**config.mk**
```make
export PLATFORM = sky130hd
export DESIGN_NAME = buddy_allocator_top
export DESIGN_NICKNAME = d
export VERILOG_FILES = /design/src/rtl/core/ba_pkg.sv /design/src/rtl/core/buddy_allocator_top.sv /design/src/rtl/core/ba_marks.sv /design/src/rtl/core/ba_seq.sv
export SDC_FILE = /design/constraint.sdc
export NUM_CORES = 2
export LEC_CHECK = 0
export BUFFER_PORTS_ARGS = -buffer_cell sky130_fd_sc_hd__buf_2
export CAP_MARGIN = 20
export CELL_PAD_IN_SITES_DETAIL_PLACEMENT = 1
export CELL_PAD_IN_SITES_GLOBAL_PLACEMENT = 1
export CORE_ASPECT_RATIO = 1.25
export CORE_MARGIN = 3
export CORE_UTILIZATION = 35
export CTS_CLUSTER_DIAMETER = 60
export DETAILED_ROUTE_END_ITERATION = 16
export PLACE_DENSITY = 0.55
export SYNTH_ARGS = -nofsm -noshare
export SYNTH_HDL_FRONTEND = slang
export SYNTH_SLANG_ARGS = --single-unit
```
**constraint.sdc**
```tcl
create_clock -name clk -period 8.7 [get_ports clk]
set_input_delay 2.61 -clock clk [delete_from_list [all_inputs] [get_ports clk]]
set_output_delay 2.61 -clock clk [all_outputs]
set_load 0.02 [all_outputs]
```
**src/rtl/core/ba_pkg.sv**
```systemverilog
// ----------------------------------------------------------------------------
// ba_pkg
// Shared types, sizes and index tables for the buddy allocator.
// ----------------------------------------------------------------------------
package ba_pkg;

  localparam int POOL_UNITS = 512;
  localparam int NUM_ORDERS = 10;
  localparam int TOP_ORDER  = NUM_ORDERS - 1;
  localparam int ADDR_W     = $clog2(POOL_UNITS);
  localparam int ORD_W      = 4;
  localparam int WORD_W     = 32;
  localparam int BIT_W      = $clog2(WORD_W);
  localparam int OIDX_W     = $clog2(NUM_ORDERS);

  // rows of WORD_W marks that hold one order
  function automatic int rows_at(int k);
    return ((POOL_UNITS >> k) + WORD_W - 1) >> BIT_W;
  endfunction

  function automatic int total_rows();
    int acc;
    acc = 0;
    for (int j = 0; j < NUM_ORDERS; j++) acc += rows_at(j);
    return acc;
  endfunction

  localparam int NUM_ROWS = total_rows();
  localparam int ROW_W    = $clog2(NUM_ROWS);

  typedef logic [NUM_ORDERS-1:0][ROW_W-1:0] row_tab_t;

  function automatic row_tab_t mk_base();
    row_tab_t t;
    int acc;
    acc = 0;
    for (int j = 0; j < NUM_ORDERS; j++) begin
      t[j] = ROW_W'(acc);
      acc += rows_at(j);
    end
    return t;
  endfunction

  function automatic row_tab_t mk_cnt();
    row_tab_t t;
    for (int j = 0; j < NUM_ORDERS; j++) t[j] = ROW_W'(rows_at(j));
    return t;
  endfunction

  localparam row_tab_t ROW_BASE = mk_base();
  localparam row_tab_t ROW_CNT  = mk_cnt();
  localparam logic [ROW_W-1:0] TOP_ROW = ROW_BASE[TOP_ORDER];

  typedef enum logic [1:0] {
    ST_OK        = 2'd0,
    ST_NO_SPACE  = 2'd1,
    ST_NOT_ALLOC = 2'd2
  } status_t;

  typedef enum logic {
    CMD_REQ  = 1'b0,
    CMD_FREE = 1'b1
  } cmd_t;

  // one access to the mark rows: read always, write per enable
  typedef struct packed {
    logic [ROW_W-1:0]  row;
    logic              fwe;
    logic              awe;
    logic [WORD_W-1:0] wdata;
  } mark_req_t;

  function automatic logic [ROW_W-1:0] row_of(logic [ORD_W-1:0] k, logic [ADDR_W-1:0] b);
    logic [ROW_W-1:0] base;
    base = (k <= ORD_W'(TOP_ORDER)) ? ROW_BASE[k[OIDX_W-1:0]] : '0;
    return base + ROW_W'(b >> BIT_W);
  endfunction

endpackage

```
**src/rtl/core/buddy_allocator_top.sv**
```systemverilog
// ----------------------------------------------------------------------------
// buddy_allocator_top
// Buddy allocator over a 512-unit pool, block orders 0 to 9.
// ----------------------------------------------------------------------------
//  channel  ports                                 handshake
//  input    in_cmd, in_order, in_address          start && !busy
//  result   out_status, out_start_res             out_valid, one cycle
//
//  One word at a time; busy drops in the cycle that shows the result strobe.
//  Each mark access goes through the single registered row port as a wait
//  state and an update state: a request scans 32-mark rows (up to 36 rows),
//  splits and sets the allocated mark; a free checks and clears the allocated mark,
//  checks buddies (up to 9) and marks the merged block free, or ends once the
//  block is found not allocated. A word refused on its order or alignment
//  never raises busy. The strobe follows the last update state.
//  Reset is synchronous; no clearing pass, row valid bits restore contents.
//  The receiver cannot stall: the result is shown for exactly one cycle.
// ----------------------------------------------------------------------------
module buddy_allocator_top
  import ba_pkg::*;
(
  input  logic              clk,
  input  logic              rst_n,
  input  logic              start,
  output logic              busy,
  input  logic              in_cmd,
  input  logic [ORD_W-1:0]  in_order,
  input  logic [ADDR_W-1:0] in_address,
  output logic              out_valid,
  output logic [1:0]        out_status,
  output logic [ADDR_W-1:0] out_start_res
);

  mark_req_t         req;
  logic [WORD_W-1:0] free_rd, alloc_rd;

  // sequencer: drives the shared row port and holds the result word
  ba_seq u_seq (
    .clk, .rst_n, .start,
    .cmd(in_cmd), .order(in_order), .address(in_address),
    .busy, .req, .free_rd, .alloc_rd,
    .out_valid, .out_status, .out_start_res
  );

  // mark rows: free and allocated, one word per access
  ba_marks u_marks (
    .clk, .rst_n, .req, .free_rd, .alloc_rd
  );

endmodule

```
**src/rtl/core/ba_marks.sv**
```systemverilog
// ----------------------------------------------------------------------------
// ba_marks
// Free and allocated mark rows, one word per row, registered read.
// ----------------------------------------------------------------------------
module ba_marks
  import ba_pkg::*;
(
  input  logic              clk,
  input  logic              rst_n,
  input  mark_req_t         req,
  output logic [WORD_W-1:0] free_rd,
  output logic [WORD_W-1:0] alloc_rd
);

  logic [WORD_W-1:0] free_mem  [NUM_ROWS];
  logic [WORD_W-1:0] alloc_mem [NUM_ROWS];
  logic [NUM_ROWS-1:0] fval_r, aval_r;
  logic [WORD_W-1:0] free_q, alloc_q;
  logic              fv_q, av_q;
  logic [ROW_W-1:0]  row_q;

  always_ff @(posedge clk) begin
    if (req.fwe) free_mem[req.row] <= req.wdata;
    if (req.awe) alloc_mem[req.row] <= req.wdata;
    free_q  <= free_mem[req.row];
    alloc_q <= alloc_mem[req.row];
    row_q   <= req.row;
  end

  always_ff @(posedge clk) begin
    if (!rst_n) begin
      fval_r <= '0;
      aval_r <= '0;
      fv_q   <= 1'b0;
      av_q   <= 1'b0;
    end else begin
      if (req.fwe) fval_r[req.row] <= 1'b1;
      if (req.awe) aval_r[req.row] <= 1'b1;
      fv_q <= fval_r[req.row];
      av_q <= aval_r[req.row];
    end
  end

  // unwritten rows read as reset contents: only the whole pool is free
  assign free_rd  = fv_q ? free_q : ((row_q == TOP_ROW) ? WORD_W'(1) : '0);
  assign alloc_rd = av_q ? alloc_q : '0;

endmodule

```
**src/rtl/core/ba_seq.sv**
```systemverilog
// ----------------------------------------------------------------------------
// ba_seq
// Sequencer: row search, split, free and merge over the shared mark port.
// ----------------------------------------------------------------------------
module ba_seq
  import ba_pkg::*;
(
  input  logic              clk,
  input  logic              rst_n,
  input  logic              start,
  input  logic              cmd,
  input  logic [ORD_W-1:0]  order,
  input  logic [ADDR_W-1:0] address,
  output logic              busy,
  output mark_req_t         req,
  input  logic [WORD_W-1:0] free_rd,
  input  logic [WORD_W-1:0] alloc_rd,
  output logic              out_valid,
  output logic [1:0]        out_status,
  output logic [ADDR_W-1:0] out_start_res
);

  typedef enum logic [3:0] {
    IDLE, S_SRD, S_SCHK, S_SPW, S_SPU, S_AW, S_AU,
    F_AW, F_AU, M_W, M_U, F_SW, F_SU
  } state_t;

  state_t state_r, state_nxt;
  logic [ORD_W-1:0]  ord_r, ord_nxt, k_r, k_nxt;
  logic [ADDR_W-1:0] b_r, b_nxt;
  logic [ROW_W-1:0]  row_r;
  logic              val_r, val_nxt;
  status_t           st_r, st_nxt;
  logic [ADDR_W-1:0] res_r, res_nxt;
  logic [WORD_W-1:0] bit_oh, rd_sel;
  logic [BIT_W-1:0]  pos;
  logic [ADDR_W-1:0] b_f, amask;

  assign bit_oh = WORD_W'(1) << b_r[BIT_W-1:0];
  assign rd_sel = (state_r == F_AU) ? alloc_rd : free_rd;
  assign amask  = ~({ADDR_W{1'b1}} << order);

  always_comb begin
    pos = '0;
    for (int i = WORD_W - 1; i >= 0; i--) begin
      if (free_rd[i]) pos = BIT_W'(i);
    end
  end
  assign b_f = b_r | ADDR_W'(pos);

  always_comb begin
    state_nxt = state_r;
    ord_nxt   = ord_r;
    k_nxt     = k_r;
    b_nxt     = b_r;
    val_nxt   = 1'b0;
    st_nxt    = st_r;
    res_nxt   = res_r;
    req.row   = row_r;
    req.fwe   = 1'b0;
    req.awe   = 1'b0;
    req.wdata = rd_sel | bit_oh;
    unique case (state_r)
      IDLE: begin
        if (start) begin
          ord_nxt = order;
          k_nxt   = order;
          st_nxt  = ST_OK;
          res_nxt = '0;
          if (cmd == CMD_REQ) begin
            b_nxt = '0;
            if (order > ORD_W'(TOP_ORDER)) begin
              val_nxt = 1'b1;
              st_nxt  = ST_NO_SPACE;
            end else begin
              state_nxt = S_SRD;
            end
          end else begin
            b_nxt = address >> order;
            if (order > ORD_W'(TOP_ORDER) || (address & amask) != '0) begin
              val_nxt = 1'b1;
              st_nxt  = ST_NOT_ALLOC;
            end else begin
              state_nxt = F_AW;
            end
          end
        end
      end
      S_SRD: state_nxt = S_SCHK;
      S_SCHK: begin
        if (free_rd != '0) begin
          req.fwe   = 1'b1;
          req.wdata = free_rd & ~(WORD_W'(1) << pos);
          if (k_r > ord_r) begin
            k_nxt     = k_r - 1'b1;
            b_nxt     = (b_f << 1) | ADDR_W'(1);
            state_nxt = S_SPW;
          end else begin
            b_nxt     = b_f;
            state_nxt = S_AW;
          end
        end else if (ROW_W'(b_r >> BIT_W) + 1'b1 != ROW_CNT[k_r[OIDX_W-1:0]]) begin
          b_nxt     = b_r + ADDR_W'(WORD_W);
          state_nxt = S_SRD;
        end else if (k_r < ORD_W'(TOP_ORDER)) begin
          k_nxt     = k_r + 1'b1;
          b_nxt     = '0;
          state_nxt = S_SRD;
        end else begin
          val_nxt   = 1'b1;
          st_nxt    = ST_NO_SPACE;
          state_nxt = IDLE;
        end
      end
      S_SPW: state_nxt = S_SPU;
      S_SPU: begin
        req.fwe = 1'b1;
        if (k_r > ord_r) begin
          k_nxt     = k_r - 1'b1;
          b_nxt     = ((b_r & ~ADDR_W'(1)) << 1) | ADDR_W'(1);
          state_nxt = S_SPW;
        end else begin
          b_nxt     = b_r & ~ADDR_W'(1);
          state_nxt = S_AW;
        end
      end
      S_AW: state_nxt = S_AU;
      S_AU: begin
        req.awe   = 1'b1;
        req.wdata = alloc_rd | bit_oh;
        val_nxt   = 1'b1;
        st_nxt    = ST_OK;
        res_nxt   = b_r << ord_r;
        state_nxt = IDLE;
      end
      F_AW: state_nxt = F_AU;
      F_AU: begin
        if ((alloc_rd & bit_oh) == '0) begin
          val_nxt   = 1'b1;
          st_nxt    = ST_NOT_ALLOC;
          state_nxt = IDLE;
        end else begin
          req.awe   = 1'b1;
          req.wdata = alloc_rd & ~bit_oh;
          if (k_r < ORD_W'(TOP_ORDER)) begin
            b_nxt     = b_r ^ ADDR_W'(1);
            state_nxt = M_W;
          end else begin
            state_nxt = F_SW;
          end
        end
      end
      M_W: state_nxt = M_U;
      M_U: begin
        if ((free_rd & bit_oh) != '0) begin
          req.fwe   = 1'b1;
          req.wdata = free_rd & ~bit_oh;
          k_nxt     = k_r + 1'b1;
          if (k_r + 1'b1 < ORD_W'(TOP_ORDER)) begin
            b_nxt     = (b_r >> 1) ^ ADDR_W'(1);
            state_nxt = M_W;
          end else begin
            b_nxt     = b_r >> 1;
            state_nxt = F_SW;
          end
        end else begin
          b_nxt     = b_r ^ ADDR_W'(1);
          state_nxt = F_SW;
        end
      end
      F_SW: state_nxt = F_SU;
      F_SU: begin
        req.fwe   = 1'b1;
        val_nxt   = 1'b1;
        st_nxt    = ST_OK;
        state_nxt = IDLE;
      end
      default: state_nxt = IDLE;
    endcase
  end

  always_ff @(posedge clk) begin
    if (!rst_n) begin
      state_r <= IDLE;
      val_r   <= 1'b0;
      st_r    <= ST_OK;
      res_r   <= '0;
    end else begin
      state_r <= state_nxt;
      val_r   <= val_nxt;
      st_r    <= st_nxt;
      res_r   <= res_nxt;
    end
  end

  always_ff @(posedge clk) begin
    ord_r <= ord_nxt;
    k_r   <= k_nxt;
    b_r   <= b_nxt;
    row_r <= row_of(k_nxt, b_nxt);
  end

  assign busy          = (state_r != IDLE);
  assign out_valid     = val_r;
  assign out_status    = st_r;
  assign out_start_res = res_r;

endmodule

```
**Yosys cells after proc, flatten, opt, wreduce, memory -nomap -nowiden**

Memories as Yosys holds them, arrays and structs flattened. A register that Yosys moved wholly into a read port is not among the register bits.
Cells that the tools add are included.
Widths: inputs -> output; s select.

- Output and inout port bits: 13
- Word-level logic and storage cells: 210
- Memories: 4
- Register bits: 119
- Input bits: 17
- Memory bits (writable): 2304
- ROM bits: 192

- Bitwise logic cells: 17
- Reduce and logical (&&, ||, !) cells: 20
- Muxes and demuxes: 109
- $add $sub $neg: 5
- Equal/unequal tests: 26
- Shift operators: 5
- Order comparisons: 9

Memory list:

| name | depth | bits a word | rd ports | clocked after Yosys merged registers in | wr ports | RTL line | RTL |
|---|---|---|---|---|---|---|---|
| u_marks.alloc_mem | 36 | 32 | 1 | 1 | 1 | ba_marks.sv:16 | `logic [WORD_W-1:0] alloc_mem [NUM_ROWS];` |
| u_marks.free_mem | 36 | 32 | 1 | 1 | 1 | ba_marks.sv:15 | `logic [WORD_W-1:0] free_mem [NUM_ROWS];` |
| (no name shown) | 16 | 6 | 1 | 0 | 0 | ba_pkg.sv:75 | `base = (k <= ORD_W'(TOP_ORDER)) ? ROW_BASE[k[OIDX_W-1:0]] : '0;` |
| (no name shown) | 16 | 6 | 1 | 1 | 0 | ba_seq.sv:102 | `end else if (ROW_W'(b_r >> BIT_W) + 1'b1 != ROW_CNT[k_r[OIDX_W-1:0]]) begin` |

Operators with widths:

| cell | count |
|---|---|
| $and 32x32->32 | 5 |
| $mux 32 | 5 |
| $mux 5 | 32 |
| $pmux 32 s4 | 1 |
| $mux 9 | 9 |
| $or 36x36->36 | 2 |
| $not 32->32 | 2 |
| $or 32x32->32 | 2 |
| $reduce_bool 32->1 | 2 |
| $shl 1x5->32 const A | 2 |
| $mux 4 | 12 |
| $pmux 9 s5 | 1 |
| $pmux 4 s11 | 1 |
| $mux 33 | 1 |
| $logic_not 32->1 | 1 |
| $mux 1 | 24 |
| $eq 4x4->1 const B | 5 |
| $mux 2 | 10 |
| $mux 6 | 3 |
| $pmux 9 s2 | 1 |
| $eq 4x3->1 const B | 4 |
| $pmux 4 s4 | 1 |
| $ne 2x2->1 const B | 7 |
| $bmux 1 s6 | 2 |
| 44 further kinds | 56 |

**Logic depth before layout (Yosys ltp)**

- Word-level depth: 40
- Mapped depth: 22

**Cells and area by module**

A second synthesis with hierarchy kept.

- Cell total of the unflattened synthesis: 5768
- Area, all modules: 99725.6 um^2

Modules (own cells, without submodules):

| module | instances | sequential area each (um^2) | area each (um^2) | cells an instance |
|---|---|---|---|---|
| ba_marks | 1 | 72069.1 | 92895.3 | 4725 |
| ba_seq | 1 | 970.9 | 6830.3 | 1043 |

**Worst setup path before layout**

OpenSTA, ideal clock, no wires.

- Path kind: register -> register
- Start point: register u_seq.b_r[1]
- End point: memory u_marks.alloc_mem[0][0] (data pin)
- Slack: 965 ps
- Clock period less this slack: 7735 ps
- Stages on the path, launching flop included: 9
- Data arrival time: 6628 ps
- Data required time: 7593 ps
- Cell sequence: edfxtp_1 -> buf_4 -> or3b_1 -> nor2_1 -> a221oi_1 -> a41oi_2 -> o31ai_1 -> buf_2 -> o311ai_0

RTL lines:

| what | RTL line | RTL |
|---|---|---|
| from (decl) | ba_seq.sv:30 | `logic [ADDR_W-1:0] b_r, b_nxt;` |
| from (signal assigned) | ba_seq.sv:199 | `b_r <= b_nxt;` |
| to (decl) | ba_marks.sv:16 |  |

**Final worst setup path**

- Start point: register u_seq.b_r[4]
- End point: register u_seq.row_r[5]

- Word-level cells in the longest chain between the ends: 9
- Elaborated cells on any way between the ends: 18
- Those cells by class: add/sub (2); order compare (1); shift (1); mux (10); bitwise (2); reduce/logical (1); memory (1)

RTL lines:

| what | RTL line | RTL |
|---|---|---|
| $shl 1x5->32 | ba_seq.sv:39 | `assign bit_oh = WORD_W'(1) << b_r[BIT_W-1:0];` |
| $and 32x32->32 | ba_seq.sv:155 | `if ((free_rd & bit_oh) != '0) begin` |
| $reduce_bool 32->1 | ba_seq.sv:155 |  |
| $mux 4 | ba_seq.sv:155 |  |
| $pmux 4 s4 | ba_seq.sv:63 | `unique case (state_r)` |
| $mem_v2 16x6 | n/a |  |
| $mux 6 (not written as such) | ba_pkg.sv:75 |  |
| $mux 6 | ba_pkg.sv:75 |  |
| $add 6x4->6 * | ba_pkg.sv:76 | `return base + ROW_W'(b >> BIT_W);` |
| to (signal assigned) | ba_seq.sv:200 | `row_r <= row_of(k_nxt, b_nxt);` |
| to (decl) | ba_seq.sv:31 | `logic [ROW_W-1:0] row_r;` |

Every way passes the cells marked *; elsewhere a longest branch is shown, timed or not. The select of a mux whose other input is x is not followed.
A chain may end at the register's enable or synchronous reset.

==> metrics.md <==
| Metric | Value |
|---|---|
| CP delay by family, top | compound AO/OA/AOI/OAI gates |
| Port bufs | 29 |
| Starting Density | 0.353 |
| Post-route ant nets | 0 |
| Area Overhead vs Synth | 14.4% |
| Setup WS pre-CTS | approximately 1.9 ns |
| Synthesized flop and latch total | 2492 |
| Critical Path Start Type | flip-flop |
| # fillers | ~26000 |
| H-tree depth | 4 |
| Worst VDD drop | around 0.00037 V |
| Power Density | 320 nW/um2 |
| CP Buf/Inv Count | 2 |
| Worst Path Required | between 9 and 10 ns |
| Hold Path Class | reg -> reg |
| Leak pwr | 0.0327 uW |
| Min Hold Slack | 0.467 ns |
| Worst endpoint data arrival time | roughly 7.0 ns |
| Worst skew pair latency | just over 0.9 ns |
| CTS buffer count | between 200 and 250 |
| Die width | approximately 470 um |
| Syn Nets | between 5000 and 6000 |
| CTS root buffer | clkbuf_16 |
| Num rows | about 210 |
| Cell breakdown of the critical path | nand2b_1, nor2_1, a221oi_1, a41oi_2, o31ai_2, buf_4, o211ai_1, mux2_2, ha_1, a21o_1, a21oi_1, inv_1, a21oi_1, nor2_1, and3_1, a211oi_1, o32ai_1 |
| Period minus WS final | roughly 6.3 ns |
| CTS tree | built |
| EDFF count, synth | about 2300 |
| Non-Filler Instances | about 9400 |
| RSZ-0062 raised after global routing | no |
| Final number of hold-violating endpoints | 0 |
| CP Capture Type | flip-flop |
| Outcome | finished clean |
| Post-Route WL | about 330 mm |
| Top FF cell, synth | edfxtp_1 |
| Avg WL per Cell | roughly 35 um |
| Synthesized area per cell | roughly 17 um2 |
| Commonest non-fill, non-tap cell in the layout | edfxtp_1 |
| First-pass GRT wire length | about 460 mm |
| Die Area | ~270000 um2 |
| Asr flop ratio synth | 0 |
| Worst Tran Pin Value | 1.35 ns |
| Grt ovf | 0 |
| Fin. max-slew vios | 0 |
| Setup repair bufs after CTS | 0 |
| Largest net degree at the start of global routing | 110 |
| Hold Buf Count CTS | 0 |
| Core area | 266000 um2 |
| Post-synth top area share | 0.740 |
| Slowest stage delay, CP | 0.94 ns |
| Minimum setup slack in the final design | between 2 and 2.5 ns |
| Die Y | 585 um |
| Final setup fails | 0 |
| Most frequent cells in the layout | 2313 x edfxtp_1, 679 x a22oi_1, 251 x clkbuf_16 |
| Slew HR | 0.101 |
| Fin nets | approximately 5700 |
| Post-synthesis cell area | approximately 94000 um2 |
| Total negative setup slack | 0 ns |
| Register area share after synthesis | 0.778 |
| Share of cells above drive strength 1 | 0.135 |
| Clock Skews | about 0.048 ns |
| Vias | roughly 56000 |
| Gates resized, CTS repair | 0 |
| Synth area leaders | edfxtp_1 74%, a22oi_1 5.4%, dfxtp_1 3.8% |
| DR pass1 iterations | 6 |
| Placed instance count | roughly 8900 |
| Fmax | between 0.15 and 0.2 GHz |
| Vias in the first global route | 58430 |
| Initial detailed-routing violation count | 5581 |
| Overall routing resource usage | 0.231 |
| Largest area contributor in the netlist | edfxtp_1 |
| CTS Buffer Depth | 4 |
| Synth cell types | 89 |
| Ports | 30 |
| Sink Count | 2492 |
| Routability cong. | roughly 0.90 |
| Worst-path clk slew | ~0.07 ns |
| DRC violations left | 0 |
| Max FO, Critical Path | 18 |
| Setup CP Type | reg -> reg |
| Max-cap viol count | 0 |
| Initial antenna violation count | 19 |
| Tcrit/Tclk final | 0.723 |
| Synth Warn # | 0 |
| Critical-path top delay cell | o211ai_1 |
| DR vias/cell | ~6.0 |
| Post-DP HPWL | approximately 180 mm |
| Post-Syn Instances | about 5500 |
==> worst register-to-register path, delay by kind of cell (launching register included) <==
family	cells	cell delay (ns)
compound gates	9	2.70
fa+ha+maj	1	0.28
buf+inv	2	0.30
flops	1	0.81
mux	1	0.45
simple gates	4	1.55
==> worst paths after layout <==
| path | slack (ns) | cells after the start | end | start |
|---|---|---|---|---|
| max reg2reg | 2.41 | 17 | u_seq.row_r[5] | u_seq.b_r[4] |
| max | 2.41 | 17 | u_seq.row_r[5] | u_seq.b_r[4] |
| min reg2reg | 0.47 | 1 | u_marks.fval_r[14] | u_marks.fval_r[14] |
| min | 0.47 | 1 | u_marks.fval_r[14] | u_marks.fval_r[14] |
==> metal layers <==
| metal | global-route usage | part of all wire |
|---|---|---|
| met5 | 0 | 0 |
| met4 | 0.0815 | 0.036 |
| met3 | 0.0259 | 0.054 |
| met2 | 0.400 | 0.50 |
| met1 | 0.303 | 0.41 |
==> cells by family after synthesis <==
kind of cell / synth area share
flops: 0.778
compound gates: 0.140
simple gates: 0.0426
buf+inv: 0.0174
mux: 0.0185
fa+ha+maj: 0.00221
xor+xnor: 0.00121
==> area by class of cell <==
cell class / count / area (um2) / area share
clock buffers: 315 / 6650 / 0.0620
well taps: 3514 / 4400 / 0.0410
repair buffers: 226 / 1850 / 0.0173
clock inverters: 139 / 1060 / 0.00985
multi-input cells: 2621 / 20200 / 0.188
diodes: 21 / 52.6 / 0.000490
inverters: 31 / 116 / 0.00108
flip-flops and latches: 2492 / 73100 / 0.681
==> flip-flops by register name, summed over array words and instances, names as in the netlist, 2 cells and up, named ones only <==
signal,count
u_marks.fval_r,36
u_seq.k_r,4
u_seq.out_start_res,9
u_marks.row_q,6
u_seq.b_r,9
u_marks.alloc_mem,1152
u_seq.row_r,6
u_seq.ord_r,4
u_seq.state_r,4
u_marks.free_mem,1152
u_seq.out_status,2
u_marks.free_q,32
u_marks.aval_r,36
u_marks.alloc_q,32
==> report_power, final <==
part	internal (uW)	switching (uW)
Sequential	14100	678
Combinational	2480	6790
Clock	5790	4550
==> through the flow <==
stage	total power (uW)	utilization	cell area (um2)
after global routing	35600	0.404	107000
after CTS	34700	0.404	107000
after floorplan	19500	-	93900
final	34400	0.404	107000
after detailed placement	24300	0.375	99600
after global placement	24200	0.375	99500
==> cells in the mapped netlist, types with 7 or more instances <==
master    instances
a211oi_1         16
a21oi_1         178
a221oi_1        206
a22o_1          201
a22oi_1         680
a31o_2            8
a31oi_1          82
a32oi_1          75
and2_1           18
and3_1           12
and3b_1           8
buf_1            67
buf_2            12
clkbuf_1        311
dfxtp_1         179
edfxtp_1       2313
ha_1             15
inv_1            29
mux2_2           10
mux2i_1          18
mux4_2           64
nand2_1         116
nand2b_1          7
nand3_1          38
nand3b_1          8
nand4_1         150
nand4b_1         66
nor2_1          195
nor2b_1          27
nor3_1           38
o211ai_1         13
o21a_1           73
o21ai_0         125
o221ai_1         11
o22ai_1          18
o31ai_1           8
o32ai_1           7
or2_2             7
or3_1            12
xnor2_1           7
Power figures use the tool's default switching activity.
